`config.mk`:
```
export PLATFORM = sky130hd
export DESIGN_NAME = ultrasonic_range_alarm
export DESIGN_NICKNAME = d
export VERILOG_FILES = /design/src/hdl/rar_pkg.sv /design/src/hdl/ultrasonic_range_alarm.sv /design/src/hdl/rar_csr.sv /design/src/hdl/rar_core.sv
export SDC_FILE = /design/constraint.sdc
export NUM_CORES = 2
export LEC_CHECK = 0
export BUFFER_PORTS_ARGS = -buffer_cell sky130_fd_sc_hd__buf_4
export CAP_MARGIN = 15
export CORE_MARGIN = 1
export CORE_UTILIZATION = 45
export CTS_CLUSTER_DIAMETER = 40
export CTS_CLUSTER_SIZE = 10
export DETAILED_ROUTE_END_ITERATION = 12
export SLEW_MARGIN = 20
export SYNTH_ARGS = -nofsm -noshare
export SYNTH_HDL_FRONTEND = slang
export SYNTH_SLANG_ARGS = --single-unit
```
`constraint.sdc`:
```
create_clock -name clock -period 17 [get_ports clock]
set_clock_uncertainty 0.15 [all_clocks]
set_input_delay 0.85 -clock clock [delete_from_list [all_inputs] [get_ports clock]]
set_output_delay 0.85 -clock clock [all_outputs]
set_load 0.005 [all_outputs]
```
`src/hdl/rar_pkg.sv`:
```
// shared types, constants and helpers for the ultrasonic range alarm
package rar_pkg;

   // width of every time value; times wrap modulo 2**TIME_BITS
   localparam int TIME_BITS = 32;

   localparam int CSR_ADDR_BITS = 5;
   localparam int CSR_DATA_BITS = 32;

   localparam int DIST_BITS = 16;
   localparam logic [DIST_BITS-1:0] DIST_MAX = 16'hFFFF;
   localparam logic [DIST_BITS-1:0] DIST_RESET = 16'd400;

   // echo width is tracked as quotient and remainder of a division by 58
   localparam int ECHO_DIVISOR = 58;
   localparam int REM_BITS = 6;
   localparam logic [REM_BITS-1:0] REM_LAST = REM_BITS'(ECHO_DIVISOR - 1);
   localparam int QUO_BITS = 17;
   localparam logic [QUO_BITS-1:0] QUO_MAX = 17'h10000;
   // widest echo that still yields no more than full scale with a multiplier of one
   localparam longint unsigned ECHO_SAT_LIMIT = 64'(65535 * ECHO_DIVISOR + ECHO_DIVISOR - 1);

   // multiplier times ceil(2**RECIP_SHIFT / 58): exact for remainder terms
   localparam int RECIP_SHIFT = 20;
   localparam int RECIP_SCALE = ((1 << RECIP_SHIFT) + ECHO_DIVISOR - 1) / ECHO_DIVISOR;
   localparam int RECIP_BITS = 23;

   typedef logic [TIME_BITS-1:0] tick_time_type;

   typedef enum logic [2:0] {
      REG_ALARM_DISTANCE   = 3'd0,
      REG_RANGE_MULTIPLIER = 3'd1,
      REG_TRIGGER_WIDTH    = 3'd2,
      REG_TRIGGER_PERIOD   = 3'd3,
      REG_ECHO_TIMEOUT     = 3'd4,
      REG_ALARM_HOLDOFF    = 3'd5
   } reg_index_type;

   typedef struct packed {
      logic echo_level;
      logic alarm_acknowledged;
      logic alarm_forced;
   } req_type;

   typedef struct packed {
      logic                 trigger_level;
      logic [DIST_BITS-1:0] distance_cm;
      logic                 alarm_pulse;
   } rsp_type;

   typedef struct packed {
      logic [15:0]           alarm_distance;
      logic [7:0]            range_multiplier;
      logic [RECIP_BITS-1:0] range_recip;
      logic [15:0]           trigger_width;
      logic [23:0]           trigger_period;
      logic [23:0]           echo_timeout;
      logic [25:0]           alarm_holdoff;
   } cfg_type;

   function automatic tick_time_type time_add(tick_time_type t, logic [31:0] d);
      logic [64:0] sum;
      sum = 65'(t) + 65'(d);
      return sum[TIME_BITS-1:0];
   endfunction

   function automatic logic [RECIP_BITS-1:0] recip_of(logic [7:0] mult);
      logic [31:0] prod;
      prod = 32'(mult) * 32'(RECIP_SCALE);
      return prod[RECIP_BITS-1:0];
   endfunction

endpackage

```
`src/hdl/ultrasonic_range_alarm.sv`:
```
// ultrasonic range alarm: trigger timing, echo ranging and alarm pulses per tick
//
// usage
//   req channel: one beat per microsecond tick with the sampled echo level and the
//   acknowledge and force flags. rsp channel: exactly one beat per req beat with the
//   trigger pin level, the latest distance in cm and the alarm pulse flag.
//   configuration goes through the apb-style port, register i at byte address 4*i;
//   write it only while no beat is in flight.
// timing
//   a req beat lands in the input register, is processed combinationally by rar_core
//   into the rsp register and is offered from there while rsp_valid is high.
//   one beat per cycle is sustained while rsp_ready stays high; the rate is set
//   by rar_core, which updates its whole state for each beat that it steps.
// reset
//   synchronous, active high: the tick count and all times go to zero, distance to
//   400 cm, registers to their defaults, both pipeline registers empty.
// stall
//   while rsp_ready is low the rsp beat holds and one more req beat is taken into the
//   input register; after that req_ready drops until the rsp beat is taken.
module ultrasonic_range_alarm import rar_pkg::*; (
   input  logic                     clock,
   input  logic                     reset,
   // input channel
   input  logic                     req_valid,
   output logic                     req_ready,
   input  req_type                  req_data,
   // result channel
   output logic                     rsp_valid,
   input  logic                     rsp_ready,
   output rsp_type                  rsp_data,
   // configuration port
   input  logic                     psel,
   input  logic                     penable,
   input  logic                     pwrite,
   input  logic [CSR_ADDR_BITS-1:0] paddr,
   input  logic [CSR_DATA_BITS-1:0] pwdata,
   output logic [CSR_DATA_BITS-1:0] prdata,
   output logic                     pready
);

   cfg_type cfg;

   // input register
   logic    in_valid_ff, in_valid_in;
   req_type in_item_ff, in_item_in;

   // result register
   logic    rsp_valid_ff, rsp_valid_in;
   rsp_type rsp_data_ff, rsp_data_in;

   rsp_type core_result;
   logic    advance;

   rar_csr u_csr (
      .clock   (clock),
      .reset   (reset),
      .psel    (psel),
      .penable (penable),
      .pwrite  (pwrite),
      .paddr   (paddr),
      .pwdata  (pwdata),
      .prdata  (prdata),
      .pready  (pready),
      .cfg     (cfg)
   );

   // the held beat moves on when the result register is empty or being drained
   assign advance   = in_valid_ff && (!rsp_valid_ff || rsp_ready);
   assign req_ready = !in_valid_ff || advance;

   rar_core u_core (
      .clock  (clock),
      .reset  (reset),
      .step   (advance),
      .item   (in_item_ff),
      .cfg    (cfg),
      .result (core_result)
   );

   always_comb begin
      in_valid_in = in_valid_ff;
      in_item_in  = in_item_ff;
      if (req_valid && req_ready) begin
         in_valid_in = 1'b1;
         in_item_in  = req_data;
      end else if (advance) begin
         in_valid_in = 1'b0;
      end
   end

   always_comb begin
      rsp_valid_in = rsp_valid_ff;
      rsp_data_in  = rsp_data_ff;
      if (advance) begin
         rsp_valid_in = 1'b1;
         rsp_data_in  = core_result;
      end else if (rsp_ready) begin
         rsp_valid_in = 1'b0;
      end
   end

   // control bits
   always_ff @(posedge clock) begin
      if (reset) begin
         in_valid_ff  <= 1'b0;
         rsp_valid_ff <= 1'b0;
      end else begin
         in_valid_ff  <= in_valid_in;
         rsp_valid_ff <= rsp_valid_in;
      end
   end

   // payload, no reset needed
   always_ff @(posedge clock) begin
      in_item_ff  <= in_item_in;
      rsp_data_ff <= rsp_data_in;
   end

   assign rsp_valid = rsp_valid_ff;
   assign rsp_data  = rsp_data_ff;

endmodule

```
`src/hdl/rar_csr.sv`:
```
// configuration registers behind the apb-style port
module rar_csr import rar_pkg::*; (
   input  logic                     clock,
   input  logic                     reset,
   input  logic                     psel,
   input  logic                     penable,
   input  logic                     pwrite,
   input  logic [CSR_ADDR_BITS-1:0] paddr,
   input  logic [CSR_DATA_BITS-1:0] pwdata,
   output logic [CSR_DATA_BITS-1:0] prdata,
   output logic                     pready,
   output cfg_type                  cfg
);

   cfg_type       cfg_ff;
   cfg_type       cfg_in;
   logic          wr_en;
   reg_index_type reg_index;

   assign pready    = 1'b1;
   assign wr_en     = psel && penable && pwrite && pready;
   assign reg_index = reg_index_type'(paddr[CSR_ADDR_BITS-1:2]);
   assign cfg       = cfg_ff;

   always_comb begin
      cfg_in = cfg_ff;
      if (wr_en) begin
         case (reg_index)
            REG_ALARM_DISTANCE:   cfg_in.alarm_distance = pwdata[15:0];
            REG_RANGE_MULTIPLIER: begin
               cfg_in.range_multiplier = pwdata[7:0];
               cfg_in.range_recip      = recip_of(pwdata[7:0]);
            end
            REG_TRIGGER_WIDTH:    cfg_in.trigger_width  = pwdata[15:0];
            REG_TRIGGER_PERIOD:   cfg_in.trigger_period = pwdata[23:0];
            REG_ECHO_TIMEOUT:     cfg_in.echo_timeout   = pwdata[23:0];
            REG_ALARM_HOLDOFF:    cfg_in.alarm_holdoff  = pwdata[25:0];
            default:              cfg_in = cfg_ff;
         endcase
      end
   end

   always_ff @(posedge clock) begin
      if (reset) begin
         cfg_ff.alarm_distance   <= 16'd0;
         cfg_ff.range_multiplier <= 8'd1;
         cfg_ff.range_recip      <= recip_of(8'd1);
         cfg_ff.trigger_width    <= 16'd10;
         cfg_ff.trigger_period   <= 24'd60000;
         cfg_ff.echo_timeout     <= 24'd500000;
         cfg_ff.alarm_holdoff    <= 26'd1000000;
      end else begin
         cfg_ff <= cfg_in;
      end
   end

   always_comb begin
      case (reg_index)
         REG_ALARM_DISTANCE:   prdata = 32'(cfg_ff.alarm_distance);
         REG_RANGE_MULTIPLIER: prdata = 32'(cfg_ff.range_multiplier);
         REG_TRIGGER_WIDTH:    prdata = 32'(cfg_ff.trigger_width);
         REG_TRIGGER_PERIOD:   prdata = 32'(cfg_ff.trigger_period);
         REG_ECHO_TIMEOUT:     prdata = 32'(cfg_ff.echo_timeout);
         REG_ALARM_HOLDOFF:    prdata = 32'(cfg_ff.alarm_holdoff);
         default:              prdata = '0;
      endcase
   end

endmodule

```
`src/hdl/rar_core.sv`:
```
// per-tick trigger, echo ranging and alarm state update
module rar_core import rar_pkg::*; (
   input  logic    clock,
   input  logic    reset,
   input  logic    step,
   input  req_type item,
   input  cfg_type cfg,
   output rsp_type result
);

   tick_time_type tick_ff, tick_in;
   tick_time_type trig_end_ff, trig_end_in;
   tick_time_type trig_next_ff, trig_next_in;
   tick_time_type echo_start_ff, echo_start_in;
   tick_time_type lost_ff, lost_in;
   tick_time_type ready_ff, ready_in;
   logic [DIST_BITS-1:0] dist_ff, dist_in;
   logic echo_active_ff, echo_active_in;
   logic trig_ff, trig_in;
   logic [QUO_BITS-1:0] quo_ff, quo_in;
   logic [REM_BITS-1:0] rem_ff, rem_in;

   tick_time_type           elapsed;
   logic [QUO_BITS-1:0]     quo_step;
   logic [REM_BITS-1:0]     rem_step;
   logic [24:0]             big_prod;
   logic [REM_BITS+RECIP_BITS-1:0] small_prod;
   logic [24:0]             dist_sum;
   logic [DIST_BITS-1:0]    dist_calc;
   logic                    cond;
   logic                    pulse;

   // echo width held as quotient and remainder by 58, advanced one tick at a time
   assign elapsed = tick_ff - echo_start_ff;

   always_comb begin
      if (elapsed == '0) begin
         quo_step = '0;
         rem_step = '0;
      end else if (rem_ff == REM_LAST) begin
         rem_step = '0;
         quo_step = (quo_ff == QUO_MAX) ? quo_ff : quo_ff + 1'b1;
      end else begin
         rem_step = rem_ff + 1'b1;
         quo_step = quo_ff;
      end
   end

   // mult * width / 58 = mult * quotient + mult * remainder / 58
   assign big_prod   = 25'(cfg.range_multiplier) * 25'(quo_step);
   assign small_prod = (REM_BITS+RECIP_BITS)'(rem_step) * (REM_BITS+RECIP_BITS)'(cfg.range_recip);
   assign dist_sum   = big_prod + 25'(small_prod[REM_BITS+RECIP_BITS-1:RECIP_SHIFT]);

   always_comb begin
      if (cfg.range_multiplier == 8'd0) begin
         dist_calc = '0;
      end else if (64'(elapsed) > ECHO_SAT_LIMIT || dist_sum > 25'(DIST_MAX)) begin
         dist_calc = DIST_MAX;
      end else begin
         dist_calc = dist_sum[DIST_BITS-1:0];
      end
   end

   always_comb begin
      trig_in        = trig_ff;
      trig_end_in    = trig_end_ff;
      trig_next_in   = trig_next_ff;
      echo_start_in  = echo_start_ff;
      lost_in        = lost_ff;
      ready_in       = ready_ff;
      dist_in        = dist_ff;
      echo_active_in = echo_active_ff;
      quo_in         = quo_ff;
      rem_in         = rem_ff;
      pulse          = 1'b0;

      if (tick_ff >= trig_end_ff) begin
         trig_in = 1'b0;
      end
      if (tick_ff >= trig_next_ff) begin
         trig_in      = 1'b1;
         trig_end_in  = time_add(tick_ff, 32'(cfg.trigger_width));
         trig_next_in = time_add(tick_ff, 32'(cfg.trigger_period));
      end

      if (!echo_active_ff && item.echo_level) begin
         lost_in        = time_add(tick_ff, 32'(cfg.echo_timeout));
         echo_start_in  = tick_ff;
         echo_active_in = 1'b1;
         quo_in         = '0;
         rem_in         = '0;
      end else if (echo_active_ff) begin
         quo_in = quo_step;
         rem_in = rem_step;
         if (!item.echo_level) begin
            dist_in        = dist_calc;
            echo_active_in = 1'b0;
         end
      end

      cond = ((dist_in < cfg.alarm_distance || lost_in < tick_ff) && !item.alarm_acknowledged)
             || item.alarm_forced;
      if (cond && tick_ff > ready_ff) begin
         ready_in = time_add(tick_ff, 32'(cfg.alarm_holdoff));
         pulse    = 1'b1;
      end

      tick_in = tick_ff + 1'b1;
   end

   assign result.trigger_level = trig_in;
   assign result.distance_cm   = dist_in;
   assign result.alarm_pulse   = pulse;

   always_ff @(posedge clock) begin
      if (reset) begin
         tick_ff        <= '0;
         trig_end_ff    <= '0;
         trig_next_ff   <= '0;
         echo_start_ff  <= '0;
         lost_ff        <= '0;
         ready_ff       <= '0;
         dist_ff        <= DIST_RESET;
         echo_active_ff <= 1'b0;
         trig_ff        <= 1'b0;
         quo_ff         <= '0;
         rem_ff         <= '0;
      end else if (step) begin
         tick_ff        <= tick_in;
         trig_end_ff    <= trig_end_in;
         trig_next_ff   <= trig_next_in;
         echo_start_ff  <= echo_start_in;
         lost_ff        <= lost_in;
         ready_ff       <= ready_in;
         dist_ff        <= dist_in;
         echo_active_ff <= echo_active_in;
         trig_ff        <= trig_in;
         quo_ff         <= quo_in;
         rem_ff         <= rem_in;
      end
   end

endmodule

```
==> flow_metrics.py <==
metrics = {
    "clocking": {
        "cts_inserted_buffers": 82,
        "tritoncts": "built",
        "ctsLongestPathBuffers": 3,
        "hold_buffers": 0,
        "clk_pin_slew_worst_paths_ns": 0.05,
        "clock_insertion_delay_worst_skew_ns": 0.63,
        "cts.htree.levels": 3,
        "ctsRootBufferMaster": "clkbuf_16",
        "clock_sinks": 392,
    },
    "yosys": {
        "async_flop_share": 0,
        "ys_warn_count": 0,
        "synth.yosys.seq_area_share": 0.2184,
        "synth_area_leader_cell": "dfxtp_1",
        "syn_area_um2": 36890,
        "synth_seq_cells": 392,
        "synth_flop_cell": "dfxtp_1",
        "postSynthCellCount": 4646,
        "post_synth_main_area_contributors": "dfxtp_1, ha_1, fa_1",
        "yosys.area.top_type_share": 0.2013,
        "synth_edf_count": 21,
        "synth.lib_cells_used.distinct": 96,
        "synth_area_per_inst_um2": 7.940,
    },
    "routing": {
        "routed_wl_um": 109000,
        "route.detailed.wl_per_inst_um": 18.70,
        "1st_pass_router_iterations": 9,
        "route.detailed.drc": 14,
        "ant_nets": 0,
        "routed_via_density": 5.528,
        "detailroute.via_count": 32230,
        "first_iter_violations": 2222,
    },
    "critical_path": {
        "worst_path_most_repeated_cell": "fa_1",
        "path_buf_inv": 11,
        "worst_path_largest_cell_delay_ns": 0.59,
        "cp_data_arrival_time_ns": 16.52,
        "timing.critical_path.max_delay_family": "adder cells",
        "timing.critical_path.required_ns": 17.35,
        "crit_type": "reg2reg",
        "crit_cells": 65,
        "critical_path_peak_fanout": 15,
        "cp-end-kind": "register",
        "crit_path_top_delay_cell": "or4_1",
        "r2r_cells": 65,
        "crit_path_start_kind": "register",
    },
    "final_layout": {
        "final_core_util": 0.5176,
        "layoutNonFillerInstCount": 5831,
        "area_growth_syn_to_fin_pct": 13.38,
        "nNetsFinal": 5370,
        "drive_above_1_share": 0.08728,
        "finalInstanceArea_um2": 41830,
    },
    "pwr": {
        "cellLeakagePower_nw": 18.77,
        "vdd_drop_max_mv": 0.07399,
        "pwr_density_cell_nw_per_um2": 81.62,
    },
    "flow_run": {
        "max-cap-violations": 0,
    },
    "sta": {
        "worst_pin_slew_ns": 1.232,
        "total_count_of_max_transition_violations_in_the_final_report": 0,
        "final_hold_viol_count": 0,
        "hold-worst-slack_ns": 0.2489,
        "maxSlewHeadroom": 0.1578,
        "fin_ws_ns": 0.8370,
        "setup-violations-final": 0,
        "max_clock_freq_mhz": 61.87,
        "timing.final.crit_period_ns": 16.16,
        "min_period_over_period": 0.9508,
    },
    "grt": {
        "grt_first_pass_wirelength_um": 172100,
        "antenna_found_initial": 11,
        "grt_overflow_total": 0,
        "grt_pass1_vias": 30990,
        "track_usage": 0.2626,
        "grt_max_degree": 98,
    },
    "die": {
        "ioPinCount": 100,
        "floorplan.initialDensity": 0.4565,
        "die_h_um": 288.3,
        "chipWidth_um": 288.3,
        "floorplan.core_area_um2": 80810,
        "die_outline_area_um2": 83120,
        "num_rows": 104,
    },
    "placed_design": {
        "post_detailed_placement_half_perimeter_wirelength_um": 83160,
        "placement.cell_area_um2": 38640,
        "numPortBuffers": 84,
        "dp_worst_setup_slack_ns": -0.07434,
        "gp_routability_congestion": 0.8932,
        "post-place-cells": 5663,
    },
    "outcome": {
        "violated_checks": "design-rule violations",
        "status": "finished with violations",
    },
    "hold_path": {
        "worst_hold_path.num_cells": 1,
        "hp-class": "in2reg",
    },
}
## final timing paths
check,start,to,slack [ns]
max,u_core.tick_ff[0],u_core.ready_ff[26],0.84
min,req_data[1],in_item_ff[1],0.25
max reg2reg,u_core.tick_ff[0],u_core.ready_ff[26],0.84
min reg2reg,u_core.echo_start_ff[7],u_core.echo_start_ff[7],0.30
## through the flow
step	setup TNS [ns]	power, W
after global routing	-0.1245	0.003569
after detailed placement	-0.5033	0.001687
final	0	0.003414
after CTS	0	0.003418
after global placement	0	0.001677
after floorplan	0	0.001494
## worst register-to-register path: cells and delay by family (launching register included)
| family | cells | cell delay [ns] |
|---|---|---|
| and+or+nand+nor | 19 | 4.50 |
| DFF | 1 | 0.32 |
| adders and majority gates | 12 | 5.05 |
| xor gates and xnor gates | 2 | 0.40 |
| buffers and inverters | 11 | 1.60 |
| AOI/OAI and AO/OA | 21 | 4.07 |
## layout by cell type, fill, tap and decap left out, drive strengths merged, types with 51 or more instances in the layout
cell and n:
nand2 642, inv 515, ha 411, nor2 379, dfxtp 371, a21oi 350, fa 215, o21ai 192
buf 166, xnor2 147, and2 131, a21o 115, nand3 97, clkbuf 97, nor3 92, mux2i 83
and3 61, xor2 51
## Yosys cell counts (all sizes together) (9+ instances only)
cell	n
inv	499
and2	131
nor2b	41
or3	41
xor2	51
ha	411
a2111oi	11
a21o	115
o21ai	192
xnor2	147
fa	215
mux2	9
o21a	34
mux2i	83
clkbuf	168
nor4	18
and3	61
a22o	10
nor3	92
or2	17
o211ai	32
nand2	642
a21oi	350
a31oi	23
a21boi	9
buf	37
nand4	47
dfxtp	371
nand3	97
edfxtp	21
o221ai	11
nand2b	40
nor2	379
o21ba	13
o22ai	11
a211oi	49
a22oi	24
## routing by layer
metal	GRT usage	wire length, µm
met3	0.05190	7049
met5	0	53
met1	0.3695	51830
met2	0.4002	46810
met4	0.08704	3279
## power by group
part           internal, W  switching [W]
clock              0.00113       0.000588
combinational     0.000282       0.000421
sequential        0.000967      0.0000233
## logic make-up (layout without fill, tap and decap cells)
family,count (synthesis),after routing,share of synthesized area
xor gates and xnor gates,198,198,0.04701
and+or+nand+nor,1645,1645,0.2061
buffers and inverters,709,824,0.07486
DFF,392,392,0.2184
muxes,95,95,0.02710
other,2,12,0.0002036
AOI/OAI and AO/OA,979,979,0.1702
adders and majority gates,626,626,0.2561
## timing repair
item,4_1_cts,5_1_grt
endpoints found under the setup margin,15,33
resized for setup,0,25
cloned,0,1
setup buffers,1,7
pin swaps,1,5
## state kept, by name, indices dropped and copies added, names as in the netlist, 3 cells and up
name,count
u_core.quo_ff,17
rsp_data,18
in_item_ff,3
u_core.dist_ff,16
u_core.echo_start_ff,32
u_core.tick_ff,32
u_core.trig_end_ff,32
u_core.rem_ff,6
u_csr.cfg,136
u_core.trig_next_ff,32
u_core.ready_ff,32
u_core.lost_ff,32
## cell type report
cell class	count	area, µm²
fill	7714	38980
antenna	5	12.51
clock inverter	57	775.7
tap	1060	1326
clock buffer	96	2185
inverter	504	1892
timing repair buffer	167	1319
multi-input combinational	3550	26260
sequential	392	8058
No activity file was read; power rests on OpenSTA's default activity.
